$ cat src/dpr_pkg.sv
// Package of the diagonal phase rotation core: constants, control word type,
// CORDIC arctangent table. No dependencies.
`default_nettype none

package dpr_pkg;

  localparam int CORDIC_STAGES_DEF = 18;
  localparam int AMP_BITS_DEF      = 18;
  localparam int GUARD             = 8;   // extra fraction bits inside the CORDIC

  // round(2^66 / (2*pi)), split into 32-bit halves
  localparam logic [31:0] INV2PI_HI = 32'hA2F9836E;
  localparam logic [31:0] INV2PI_LO = 32'h4E44152A;

  // CORDIC gain compensation, Q0.32, split into 16-bit halves
  localparam logic [15:0] GAIN_HI = 16'h9B74;
  localparam logic [15:0] GAIN_LO = 16'hEDA8;

  typedef struct packed {
    logic valid;
    logic last;
  } dpr_ctl_t;

  // atan(2^-i) in Q0.32 turns
  function automatic logic [31:0] atan_turn(input logic [4:0] idx);
    logic [31:0] val;
    unique case (idx)
      5'd0:  val = 32'd536870912;
      5'd1:  val = 32'd316933406;
      5'd2:  val = 32'd167458907;
      5'd3:  val = 32'd85004756;
      5'd4:  val = 32'd42667331;
      5'd5:  val = 32'd21354465;
      5'd6:  val = 32'd10679838;
      5'd7:  val = 32'd5340245;
      5'd8:  val = 32'd2670163;
      5'd9:  val = 32'd1335087;
      5'd10: val = 32'd667544;
      5'd11: val = 32'd333772;
      5'd12: val = 32'd166886;
      5'd13: val = 32'd83443;
      5'd14: val = 32'd41722;
      5'd15: val = 32'd20861;
      5'd16: val = 32'd10430;
      5'd17: val = 32'd5215;
      5'd18: val = 32'd2608;
      5'd19: val = 32'd1304;
      5'd20: val = 32'd652;
      5'd21: val = 32'd326;
      5'd22: val = 32'd163;
      5'd23: val = 32'd81;
      5'd24: val = 32'd41;
      5'd25: val = 32'd20;
      5'd26: val = 32'd10;
      5'd27: val = 32'd5;
      5'd28: val = 32'd3;
      5'd29: val = 32'd1;
      5'd30: val = 32'd1;
      5'd31: val = 32'd0;
    endcase
    return val;
  endfunction

endpackage

`default_nettype wire

$ cat src/dpr_cell.sv
// One CORDIC rotation cell: shift-add micro-rotation, one register stage.
// Depends on dpr_pkg.
`default_nettype none

module dpr_cell import dpr_pkg::*; #(
  parameter int STAGE = 0,
  parameter int XW    = AMP_BITS_DEF + GUARD + 2
) (
  input  wire logic                 clk,
  input  wire logic                 rst,
  input  wire logic                 en,
  input  wire dpr_ctl_t             ctl_i,
  input  wire logic signed [XW-1:0] x_i,
  input  wire logic signed [XW-1:0] y_i,
  input  wire logic signed [31:0]   z_i,
  output dpr_ctl_t                  ctl_o,
  output logic signed [XW-1:0]      x_o,
  output logic signed [XW-1:0]      y_o,
  output logic signed [31:0]        z_o
);

  localparam logic [31:0] ATAN = atan_turn(5'(STAGE));

  logic signed [XW-1:0] xsh;
  logic signed [XW-1:0] ysh;

  assign xsh = x_i >>> STAGE;
  assign ysh = y_i >>> STAGE;

  always_ff @(posedge clk) begin
    if (rst) begin
      ctl_o.valid <= 1'b0;
    end else if (en) begin
      ctl_o <= ctl_i;
    end
  end

  always_ff @(posedge clk) begin
    if (en) begin
      if (!z_i[31]) begin
        x_o <= x_i - ysh;
        y_o <= y_i + xsh;
        z_o <= z_i - $signed(ATAN);
      end else begin
        x_o <= x_i + ysh;
        y_o <= y_i - xsh;
        z_o <= z_i + $signed(ATAN);
      end
    end
  end

endmodule

`default_nettype wire

$ cat config.mk
export PLATFORM = sky130hd
export DESIGN_NAME = dpr_cell
export DESIGN_NICKNAME = d
export VERILOG_FILES = /design/src/dpr_pkg.sv /design/src/dpr_cell.sv
export SDC_FILE = /design/constraint.sdc
export NUM_CORES = 1
export LEC_CHECK = 0
export BUFFER_PORTS_ARGS = -buffer_cell sky130_fd_sc_hd__buf_2
export CORE_ASPECT_RATIO = 0.8
export CORE_MARGIN = 4
export CORE_UTILIZATION = 51
export CTS_BUF_LIST = sky130_fd_sc_hd__clkbuf_8
export DETAILED_ROUTE_END_ITERATION = 6
export GPL_TIMING_DRIVEN = 0
export HOLD_SLACK_MARGIN = 0.1
export PLACE_DENSITY = 0.8
export SLEW_MARGIN = 20
export SYNTH_ARGS = -nofsm -noshare
export SYNTH_HDL_FRONTEND = slang
export SYNTH_SLANG_ARGS = --single-unit
$ cat constraint.sdc
create_clock -name clk -period 2.9 [get_ports clk]
set_input_delay 0.29 -clock clk [delete_from_list [all_inputs] [get_ports clk]]
set_output_delay 0.29 -clock clk [all_outputs]
set_load 0.02 [all_outputs]
==> summary.md <==
| Metric | Value |
|---|---|
| Run status | `completed` |
| Final worst slack | `0.1023 ns` |
| Dominant combinational cell family by area after synthesis | `compound AO/OA/AOI/OAI gates` |
| Wire length per cell | `about 19 um` |
| Clock tree from TritonCTS | `yes` |
| Mean instance size in the synthesized netlist | `about 9 sq um` |
| Post-Synth XOR/XNOR Area | `under 10%` |
| Total nets after synthesis | `977` |
| Register cell area after layout | `~2700 sq um` |
| Die Ht | `approximately 120 um` |
| Setup repair after global routing missed its margin | `false` |
| Clock Sink Count | `89` |
| Simple-gate area share of the yosys netlist | `12.04%` |
| Worst setup timing slack at the placement stage | `-0.3692 ns` |
| Placed Instance Area | `around 8600 sq um` |
| Max-Cap Viols | `0` |
| Aggregate global-route resource usage | `27.10%` |
| Worst setup SP type | `input pin` |
| Antenna Diode Count | `0` |
| Initial antenna violation count | `0` |
| Most used DFF post-synth | `edfxtp_1` |
| Area enclosed by the die boundary | `between 15000 and 20000 sq um` |
| Maximum buffer depth of the clock tree | `2` |
| Detail-routed via count per cell | `5.791` |
| Max-slew headroom | `a little under half` |
| Clock-pin slew reported for the worst setup and hold paths after clock tree synthesis | `0.09 ns` |
| Post-synth cell types | `69` |
| First-pass detailed-route iteration total | `6` |
| Overall power consumption | `4.319 mW` |
| I/O Pins | `~180` |
| Fraction of synthesized area in multiplexers | `roughly 1.6%` |
| Number of standard cells in the layout, taps in and fillers out | `~1.2k` |
| Total count of max-transition violations in the final report | `0` |
| Hold Slack | `between 0.1 and 0.15 ns` |
| Share of final-layout standard cells stronger than drive strength 1 | `between 20 and 25%` |
| Post-route cell area | `9123 sq um` |
| Required time worst endpoint | `3.00 ns` |
| Clk root buf | `clkbuf_8` |
| Total gr overflow | `0` |
| Area fraction in compound gates after synthesis | `between 20% and 30%` |
| Maximum operating frequency | `between 300 and 400 MHz` |
| Max Fanout on Critical Path | `3` |
| Number of H-tree levels | `3` |
| Crit. End Element | `flop` |
| Worst vdd ir | `0.0003850 V` |
| Remaining routing DRC violations | `0` |
| Number of buffers inserted during clock tree synthesis | `9` |
| Antenna-violating nets left | `0` |
| Pleak | `roughly 4.2 nW` |
| Seq/Total Area, Yosys | `between 30 and 40%` |
| Horizontal die dimension | `around 140 um` |
| Synthesized-area fraction occupied by adder cells | `about 15%` |
| Fill count | `~1.2k` |
| Yosys synthesis warning count | `0` |
| Largest net degree at the start of global routing | `a little under 60` |
| Number of standard cells after synthesis | `around 800` |
| Critical path start-end classification | `in2reg` |
| Post-detailed-placement half-perimeter wirelength | `between 15000 and 20000 um` |
| Number of cells in the design after placement | `approximately 1.2k` |
| Commonest cells after routing, fill and taps aside | `187 x buf_2, 88 x edfxtp_1, 86 x inv_1, 81 x ha_1, 76 x a21oi_1` |
| Starting density of the core | `between 50% and 60%` |
| Shortest period the worst path allows | `2.798 ns` |
| Number of placement rows | `39` |
| Number of setup violations in the final report | `0` |
| Number of flops mapped to enable cells by yosys | `88` |
| Number of hold-slack violations in the final timing report | `0` |
| Max Clock Skew | `0 ns` |
| Count of vias placed by the detailed router | `7030` |
| Area of the placeable core | `14250 sq um` |
| Routability Congestion | `slightly above 1` |
| Data arrival time of the critical path | `around 2.9 ns` |
| Most common library cell in the layout ignoring fill and taps | `buf_2` |
| Final WL | `23380 um` |
| Number of flip-flops and latches in the synthesized netlist | `slightly below 90` |
| Fin crit share | `a little under 100%` |
| Via count of the first global-routing pass | `~6.3k` |
| Layout-stage area growth over the synthesis result | `23.62%` |
| Power density cells | `between 400 and 500 nW/um^2` |
| Wire length of the first global-routing pass | `~35000 um` |
| Area used by multi-input combinational logic | `approximately 4300 sq um` |
| Cell area after synthesis | `between 7000 and 8000 sq um` |
| Clock insertion delay at the later pin of the skew report | `between 0.3 and 0.4 ns` |
| Number of input and output port buffers inserted | `182` |
| Detailed Route Iter0 Violations | `904` |
| Least-Margin Pin Slew | `around 0.80 ns` |
| Classification of the worst-slack hold path | `in2reg` |
| # nets final | `roughly 1.2k` |
| Async set-reset flop share out of synthesis | `0%` |
-- worst paths after layout --
check,from,to,slack [ns],depth (start not counted)
setup reg to reg,ctl_o[1],ctl_o[1],2.30,2
hold / removal,z_i[6],z_o[6],0.13,1
hold reg to reg,ctl_o[1],ctl_o[1],0.54,2
setup / recovery,y_i[0],y_o[26],0.10,12
-- repair_timing --
item,in CTS,in global routing
buffers inserted,0,3
hold buffers,20,9
setup endpoints to repair,0,11
gates resized for setup,0,11
endpoints found under the hold margin,20,9
-- area by class of cell --
| class | instances | area share (%) |
|---|---|---|
| plain buffers | 35 | 1.728 |
| clock buffers | 9 | 1.358 |
| clock inverters | 7 | 0.9327 |
| inverters | 86 | 3.539 |
| multi-input cells | 589 | 46.99 |
| flip-flops and latches | 89 | 29.19 |
| well taps | 184 | 2.524 |
| repair buffers | 215 | 13.74 |
-- metrics by stage --
step	util (%)	setup TNS, ns
after floorplan	-	0
after global placement	59.80	-4.102
after detailed placement	60.01	-3.946
after CTS	62.88	0
after global routing	64.02	0
final	64.02	0
-- cells by family after synthesis --
group | after synthesis
xor+xnor | 53
fa+ha+maj | 85
buf+inv | 121
flops | 89
simple gates | 184
compound gates | 255
mux | 12
-- flip-flops by register name, summed over array words and instances, names as in the netlist --
register / flops
ctl_o: 2
x_o: 27
y_o: 28
z_o: 32
-- worst max-delay path, stage by stage --
cell and delay, ns:
buf_2 0.11, inv_1 0.04, ha_1 0.22, fa_1 0.46, and4b_1 0.28, o21ai_1 0.09
a211o_1 0.32, a31oi_1 0.25, a31oi_1 0.16, o211ai_1 0.19, a21boi_0 0.36, xor2_1 0.12
-- power breakdown --
group / switching (mW) / internal, mW
Clock: 0.416 / 0.478
Sequential: 0.0548 / 1.65
Combinational: 1.10 / 0.619
Total: 1.58 / 2.74
-- metal layers --
metal  share of wire [%]  routed length, um  vias up  track usage, %
met3                  14               3240       25           6.642
met5                   0                  0        -               0
li1                    -                  -     3314               -
met4                 1.1                263        0           5.320
met2                  41               9580      478           39.24
met1                  44              10300     3213           41.32
-- synthesized netlist by cell type (3+ instances only) --
| master | n | share of area [%] |
|---|---|---|
| edfxtp_1 | 88 | 36 |
| inv_1 | 85 | 4.3 |
| ha_1 | 81 | 14 |
| a21oi_1 | 77 | 5.2 |
| nor2_1 | 67 | 3.4 |
| o21ai_0 | 50 | 3.4 |
| xnor2_1 | 47 | 5.6 |
| nand2_1 | 39 | 2.0 |
| a21o_1 | 20 | 2.0 |
| clkbuf_1 | 18 | 0.92 |
| a31oi_1 | 14 | 1.2 |
| mux2i_1 | 12 | 1.6 |
| nor2b_1 | 12 | 1.0 |
| nor3_1 | 11 | 0.75 |
| o21bai_1 | 11 | 1.1 |
| nand2b_1 | 10 | 0.85 |
| o31ai_1 | 9 | 0.92 |
| a211oi_1 | 8 | 0.81 |
| buf_1 | 8 | 0.41 |
| o21a_1 | 8 | 0.81 |
| and3_1 | 7 | 0.59 |
| o211ai_1 | 7 | 0.71 |
| a211o_1 | 6 | 0.71 |
| and2_1 | 6 | 0.51 |
| buf_2 | 6 | 0.41 |
| nand3_1 | 6 | 0.41 |
| nand4_1 | 6 | 0.51 |
| nor4_1 | 6 | 0.51 |
| o21ai_1 | 6 | 0.41 |
| xor2_1 | 6 | 0.71 |
| a311o_1 | 5 | 0.68 |
| fa_1 | 4 | 1.1 |
| or3_1 | 3 | 0.25 |
Note: power is estimated with default switching activity, not from simulation.
