--- config.mk ---
export PLATFORM = sky130hd
export DESIGN_NAME = dpr_gain
export DESIGN_NICKNAME = d
export VERILOG_FILES = /design/src/dpr_pkg.sv /design/src/dpr_gain.sv
export SDC_FILE = /design/constraint.sdc
export NUM_CORES = 1
export LEC_CHECK = 0
export ABC_AREA = 0
export CORE_MARGIN = 2
export CORE_UTILIZATION = 25
export CTS_CLUSTER_SIZE = 16
export DETAILED_ROUTE_END_ITERATION = 7
export DONT_BUFFER_PORTS = 1
export GPL_ROUTABILITY_DRIVEN = 0
export PLACE_DENSITY = 0.45
export SKIP_LAST_GASP = 1
export SLEW_MARGIN = 40
export SYNTH_ARGS = -nofsm -noshare
export SYNTH_HDL_FRONTEND = slang
export SYNTH_SLANG_ARGS = --single-unit
--- constraint.sdc ---
create_clock -name clk -period 9 [get_ports clk]
set_input_delay 0.45 -clock clk [delete_from_list [all_inputs] [get_ports clk]]
set_output_delay 0.45 -clock clk [all_outputs]
set_load 0.1 [all_outputs]
--- src/dpr_pkg.sv ---
// Package of the diagonal phase rotation core: constants, control word type,
// CORDIC arctangent table. No dependencies.
`default_nettype none

package dpr_pkg;

  localparam int CORDIC_STAGES_DEF = 18;
  localparam int AMP_BITS_DEF      = 18;
  localparam int GUARD             = 8;   // extra fraction bits inside the CORDIC

  // round(2^66 / (2*pi)), split into 32-bit halves
  localparam logic [31:0] INV2PI_HI = 32'hA2F9836E;
  localparam logic [31:0] INV2PI_LO = 32'h4E44152A;

  // CORDIC gain compensation, Q0.32, split into 16-bit halves
  localparam logic [15:0] GAIN_HI = 16'h9B74;
  localparam logic [15:0] GAIN_LO = 16'hEDA8;

  typedef struct packed {
    logic valid;
    logic last;
  } dpr_ctl_t;

  // atan(2^-i) in Q0.32 turns
  function automatic logic [31:0] atan_turn(input logic [4:0] idx);
    logic [31:0] val;
    unique case (idx)
      5'd0:  val = 32'd536870912;
      5'd1:  val = 32'd316933406;
      5'd2:  val = 32'd167458907;
      5'd3:  val = 32'd85004756;
      5'd4:  val = 32'd42667331;
      5'd5:  val = 32'd21354465;
      5'd6:  val = 32'd10679838;
      5'd7:  val = 32'd5340245;
      5'd8:  val = 32'd2670163;
      5'd9:  val = 32'd1335087;
      5'd10: val = 32'd667544;
      5'd11: val = 32'd333772;
      5'd12: val = 32'd166886;
      5'd13: val = 32'd83443;
      5'd14: val = 32'd41722;
      5'd15: val = 32'd20861;
      5'd16: val = 32'd10430;
      5'd17: val = 32'd5215;
      5'd18: val = 32'd2608;
      5'd19: val = 32'd1304;
      5'd20: val = 32'd652;
      5'd21: val = 32'd326;
      5'd22: val = 32'd163;
      5'd23: val = 32'd81;
      5'd24: val = 32'd41;
      5'd25: val = 32'd20;
      5'd26: val = 32'd10;
      5'd27: val = 32'd5;
      5'd28: val = 32'd3;
      5'd29: val = 32'd1;
      5'd30: val = 32'd1;
      5'd31: val = 32'd0;
    endcase
    return val;
  endfunction

endpackage

`default_nettype wire

--- src/dpr_gain.sv ---
// Gain compensation for one component: registered partial products, then
// round half up and saturate. Depends on dpr_pkg.
`default_nettype none

module dpr_gain import dpr_pkg::*; #(
  parameter int AMP_BITS = AMP_BITS_DEF,
  parameter int XW       = AMP_BITS_DEF + GUARD + 2
) (
  input  wire logic                  clk,
  input  wire logic                  en,
  input  wire logic signed [XW-1:0]  x,
  output logic signed [AMP_BITS-1:0] r
);

  localparam int MW = XW + 17;
  localparam int SW = XW + 18;
  localparam int RW = SW - 16 - GUARD;

  logic signed [MW-1:0] p_hi;
  logic signed [MW-1:0] p_lo;
  logic signed [SW-1:0] p;
  logic signed [SW-1:0] rnd;
  logic signed [RW-1:0] q;
  logic                 ovf;

  always_ff @(posedge clk) begin
    if (en) begin
      p_hi <= x * $signed({1'b0, GAIN_HI});
      p_lo <= x * $signed({1'b0, GAIN_LO});
    end
  end

  assign p   = SW'(p_hi) + SW'(p_lo >>> 16);
  assign rnd = p + (SW'(1) <<< (15 + GUARD));
  assign q   = rnd[SW-1:16+GUARD];
  // out of range when the bits above the result are not all sign
  assign ovf = (q[RW-1:AMP_BITS-1] != {(RW-AMP_BITS+1){q[RW-1]}});

  always_comb begin
    if (ovf) begin
      r = q[RW-1] ? {1'b1, {(AMP_BITS-1){1'b0}}} : {1'b0, {(AMP_BITS-1){1'b1}}};
    end else begin
      r = q[AMP_BITS-1:0];
    end
  end

endmodule

`default_nettype wire

==> PnR_summary.wiki <==
{| class="wikitable"
! Metric !! Value
|-
| Cell family with the largest share of critical-path delay || adder cells
|-
| Synth Area in Compound Gates || 9.59%
|-
| Post-DP HPWL || 47,000 um
|-
| Number of input and output port buffers inserted || 0
|-
| Classification of the worst setup path || input pin to flip-flop
|-
| Kind of start point of the critical path || input pin
|-
| Via count || 12,562
|-
| Drt total wl || 51,700 um
|-
| Share of cells above drive strength 1 || 3.52%
|-
| Sequential cell area fraction in the yosys report || 10.9%
|-
| Die outline area || 79,000 um^2
|-
| Final sum of negative setup slack || 0 ns
|-
| Core ar. || 75,900 um^2
|-
| Commonest cells in the synthesized netlist || sky130_fd_sc_hd__inv_1 (586), sky130_fd_sc_hd__ha_1 (348), sky130_fd_sc_hd__fa_1 (336), sky130_fd_sc_hd__a21oi_1 (98), sky130_fd_sc_hd__edfxtp_1 (70)
|-
| Multiplexer share of the synthesized area || 0.0521%
|-
| Type of destination of the critical path || flip-flop
|-
| Post-synthesis share of cell area spent on full adders, half adders and majority gates || 57.7%
|-
| Starting DRC count in detailed routing || 631
|-
| Post-CTS Setup Repair Bufs || 0
|-
| Synth area leader || sky130_fd_sc_hd__fa_1
|-
| Routed WL per cell || 17.3 um
|-
| Utilization after layout || 27.6%
|-
| Horiz. Die Dim || 281 um
|-
| CP max stage delay || 0.59 ns
|-
| Via-per-instance ratio || 4.20
|-
| Number of failing setup endpoints in the final timing report || 0
|-
| Starting density of the core || 25.3%
|-
| Min cycle time layout || 6.19 ns
|-
| Hold path endpoint || p_lo[4]$_DFFE_PP_
|-
| Maximum clock frequency || 0.162 GHz
|-
| Worst Hold Depth || 0
|-
| I/O pin total || 48
|-
| H-tree depth || 3
|-
| Number of design rule violations left after detail routing || 0
|-
| Die Ht || 281 um
|-
| Max-slew violation count || 0
|-
| Worst Path Arrival || 6.27 ns
|-
| Number of filler instances in the final layout || 7,995
|-
| Layout net count || 2,667
|-
| Number of buffers on the longest clock path || 2
|-
| Cts bufs inserted || 9
|-
| Dominant combinational cell family by area after synthesis || adder cells
|-
| Number of diodes added for antenna fixing || 0
|-
| Run status || complete, no violations
|-
| TritonCTS clock tree || done
|-
| Standard-cell rows || 101
|-
| Max-cap violations || 0
|-
| Number of nets in the synthesized netlist || 2,646
|-
| Post-Synthesis Cells || 1,932
|-
| Global-route wire length before repair || 81,200 um
|-
| Area fraction in and, or, nand and nor cells after synthesis || 5.00%
|-
| Number of library cell types mapped by synthesis || 63
|-
| Number of gates given a new drive strength after cts || 0
|-
| Cell repeated most along the worst path || sky130_fd_sc_hd__ha_1
|-
| Number of hold buffers added after cts || 0
|-
| Pre-antenna DRT Iters || 4
|-
| Layout overhead on the synthesized area || 9.23%
|-
| Worst Hold Margin || 0.205 ns
|-
| Flop and latch count out of synthesis || 70
|-
| Critical path, cell by cell || ha_1, xor2_1, ha_1, ha_1, xnor2_1, fa_1, fa_1, inv_1, fa_1, inv_1, ha_1, a21o_1, a21o_1, a211oi_1, o21ai_1, a221o_1, a31o_2, a21oi_1, o211ai_1, a21oi_1, xnor2_1
|-
| Class of the tightest hold or removal check || input pin to flip-flop
|-
| Total congestion overflow after global routing || 0
|-
| Combined global-route utilization of all metal layers || 13.6%
|-
| Worst Tran Pin Value || 0.832 ns
|-
| Warning count from the yosys run || 0
|-
| Share of the synthesized area in the top cell type || 35.0%
|-
| Per-instance average area after synthesis || 9.94 um^2
|-
| Most used standard cell by instance count after synthesis || sky130_fd_sc_hd__inv_1
|-
| Multi-input combinational cell area || 14,900 um^2
|-
| Clock-pin transition on the worst setup and hold timing paths || 0.06 ns
|-
| Worst path bufs/invs || 2
|-
| Number of antenna violations at the first check in global routing || 0
|-
| Number of enable flip-flop cells after synthesis || 70
|-
| Worst hold path startpoint || x[1]
|-
| Master of the slowest instance on the critical path || sky130_fd_sc_hd__fa_1
|-
| Area share of xor/xnor cells in the synthesized design || 5.02%
|-
| Vias in the first global route || 13,944
|-
| Dominant synthesized flop cell || sky130_fd_sc_hd__edfxtp_1
|-
| Root buf cell || sky130_fd_sc_hd__clkbuf_16
|-
| Fin. Hold Viols || 0
|-
| Setup repair after global routing missed its margin || no
|-
| Slew Limit Headroom || 44.4%
|-
| Summed instance area of the synthesized netlist || 19,200 um^2
|-
| Clock Sinks || 70
|-
| Worst Path Required || 9.08 ns
|-
| Fraction of synthesis flops using an asynchronous set or reset pin || 0%
|-
| Remaining antenna violation count after routing || 0
|-
| Top cells by area in the synthesized netlist || sky130_fd_sc_hd__fa_1 (35%), sky130_fd_sc_hd__ha_1 (23%), sky130_fd_sc_hd__inv_1 (11%), sky130_fd_sc_hd__edfxtp_1 (11%), sky130_fd_sc_hd__xnor2_1 (3.1%)
|-
| Maximum number of pins on one net before global-route repair || 71
|-
| Final period utilization || 68.8%
|-
| Area taken by flip-flops and latches || 2100 um^2
|-
| Peak fanout along the critical path || 7
|}
area by class of cell:
cell class | count | share of cell area [%]
multi-input cells | 1268 | 71.2
well taps | 1030 | 6.14
clock buffers | 10 | 1.09
flip-flops and latches | 70 | 10.0
inverters | 586 | 10.5
clock inverters | 6 | 0.406
repair buffers | 18 | 0.644
layout by cell type (no fill, tap or decap), types with 7 or more instances in the layout:
cell type	n
sky130_fd_sc_hd__edfxtp_1	70
sky130_fd_sc_hd__and3_1	10
sky130_fd_sc_hd__nor2_1	43
sky130_fd_sc_hd__a31oi_1	9
sky130_fd_sc_hd__nand2_1	55
sky130_fd_sc_hd__xnor2_1	69
sky130_fd_sc_hd__o21a_1	12
sky130_fd_sc_hd__nand3_1	20
sky130_fd_sc_hd__xor2_1	41
sky130_fd_sc_hd__clkbuf_16	9
sky130_fd_sc_hd__o21bai_1	14
sky130_fd_sc_hd__or3_1	7
sky130_fd_sc_hd__a21oi_2	17
sky130_fd_sc_hd__fa_1	336
sky130_fd_sc_hd__a21o_1	55
sky130_fd_sc_hd__ha_1	348
sky130_fd_sc_hd__o21ai_0	37
sky130_fd_sc_hd__nor3_1	16
sky130_fd_sc_hd__a211oi_1	7
sky130_fd_sc_hd__a21oi_1	81
sky130_fd_sc_hd__inv_1	586
sky130_fd_sc_hd__buf_4	18
sky130_fd_sc_hd__nor2b_1	11
through the flow:
| step | worst slack (ns) | instances | cell area [um^2] |
|---|---|---|---|
| finish | 2.81 | 2988 | 21000 |
| global route | 2.51 | 2988 | 21000 |
| CTS | 2.77 | 2988 | 21000 |
| detailed placement | 2.42 | 2972 | 20700 |
| global placement | 2.42 | 2972 | 20600 |
| floorplan | 3.07 | 1932 | 19200 |
registers in the layout, indices dropped and copies added, names as in the netlist:
| signal | cells |
|---|---|
| p_lo | 30 |
| p_hi | 40 |
how the worst max path moves through the flow:
| stage | startpoint | endpoint | slack [ns] | cells past startpoint |
|---|---|---|---|---|
| 2_1_floorplan | x[9] | p_hi[44]$_DFFE_PP_ | 3.07 | 21 |
| 3_3_place_gp | x[9] | p_hi[38]$_DFFE_PP_ | 2.42 | 21 |
| 3_5_place_dp | x[9] | p_hi[38]$_DFFE_PP_ | 2.42 | 21 |
| 4_1_cts | x[9] | p_hi[38]$_DFFE_PP_ | 2.77 | 21 |
| 5_1_grt | x[9] | p_hi[38]$_DFFE_PP_ | 2.51 | 21 |
| 6_report | x[9] | p_hi[38]$_DFFE_PP_ | 2.81 | 21 |
routing by layer:
layer | track usage [%] | part of all wire, %
met1 | 18.4 | 47
met3 | 1.95 | 4.1
met4 | 3.88 | 2.6
met2 | 22.6 | 46
met5 | 0 | 0
cell families (layout without fill, tap and decap cells):
family	after synthesis	in the layout
adder cells (fa/ha/maj)	684	684
buffers and inverters	594	620
AO/OA/AOI/OAI	281	281
AND/OR/NAND/NOR	192	192
XOR/XNOR	110	110
flip-flops	70	70
multiplexers	1	1
Power is left out: the tool's default activity adds up to more than one toggle a clock period on the data nets, which glitch-free logic cannot reach.
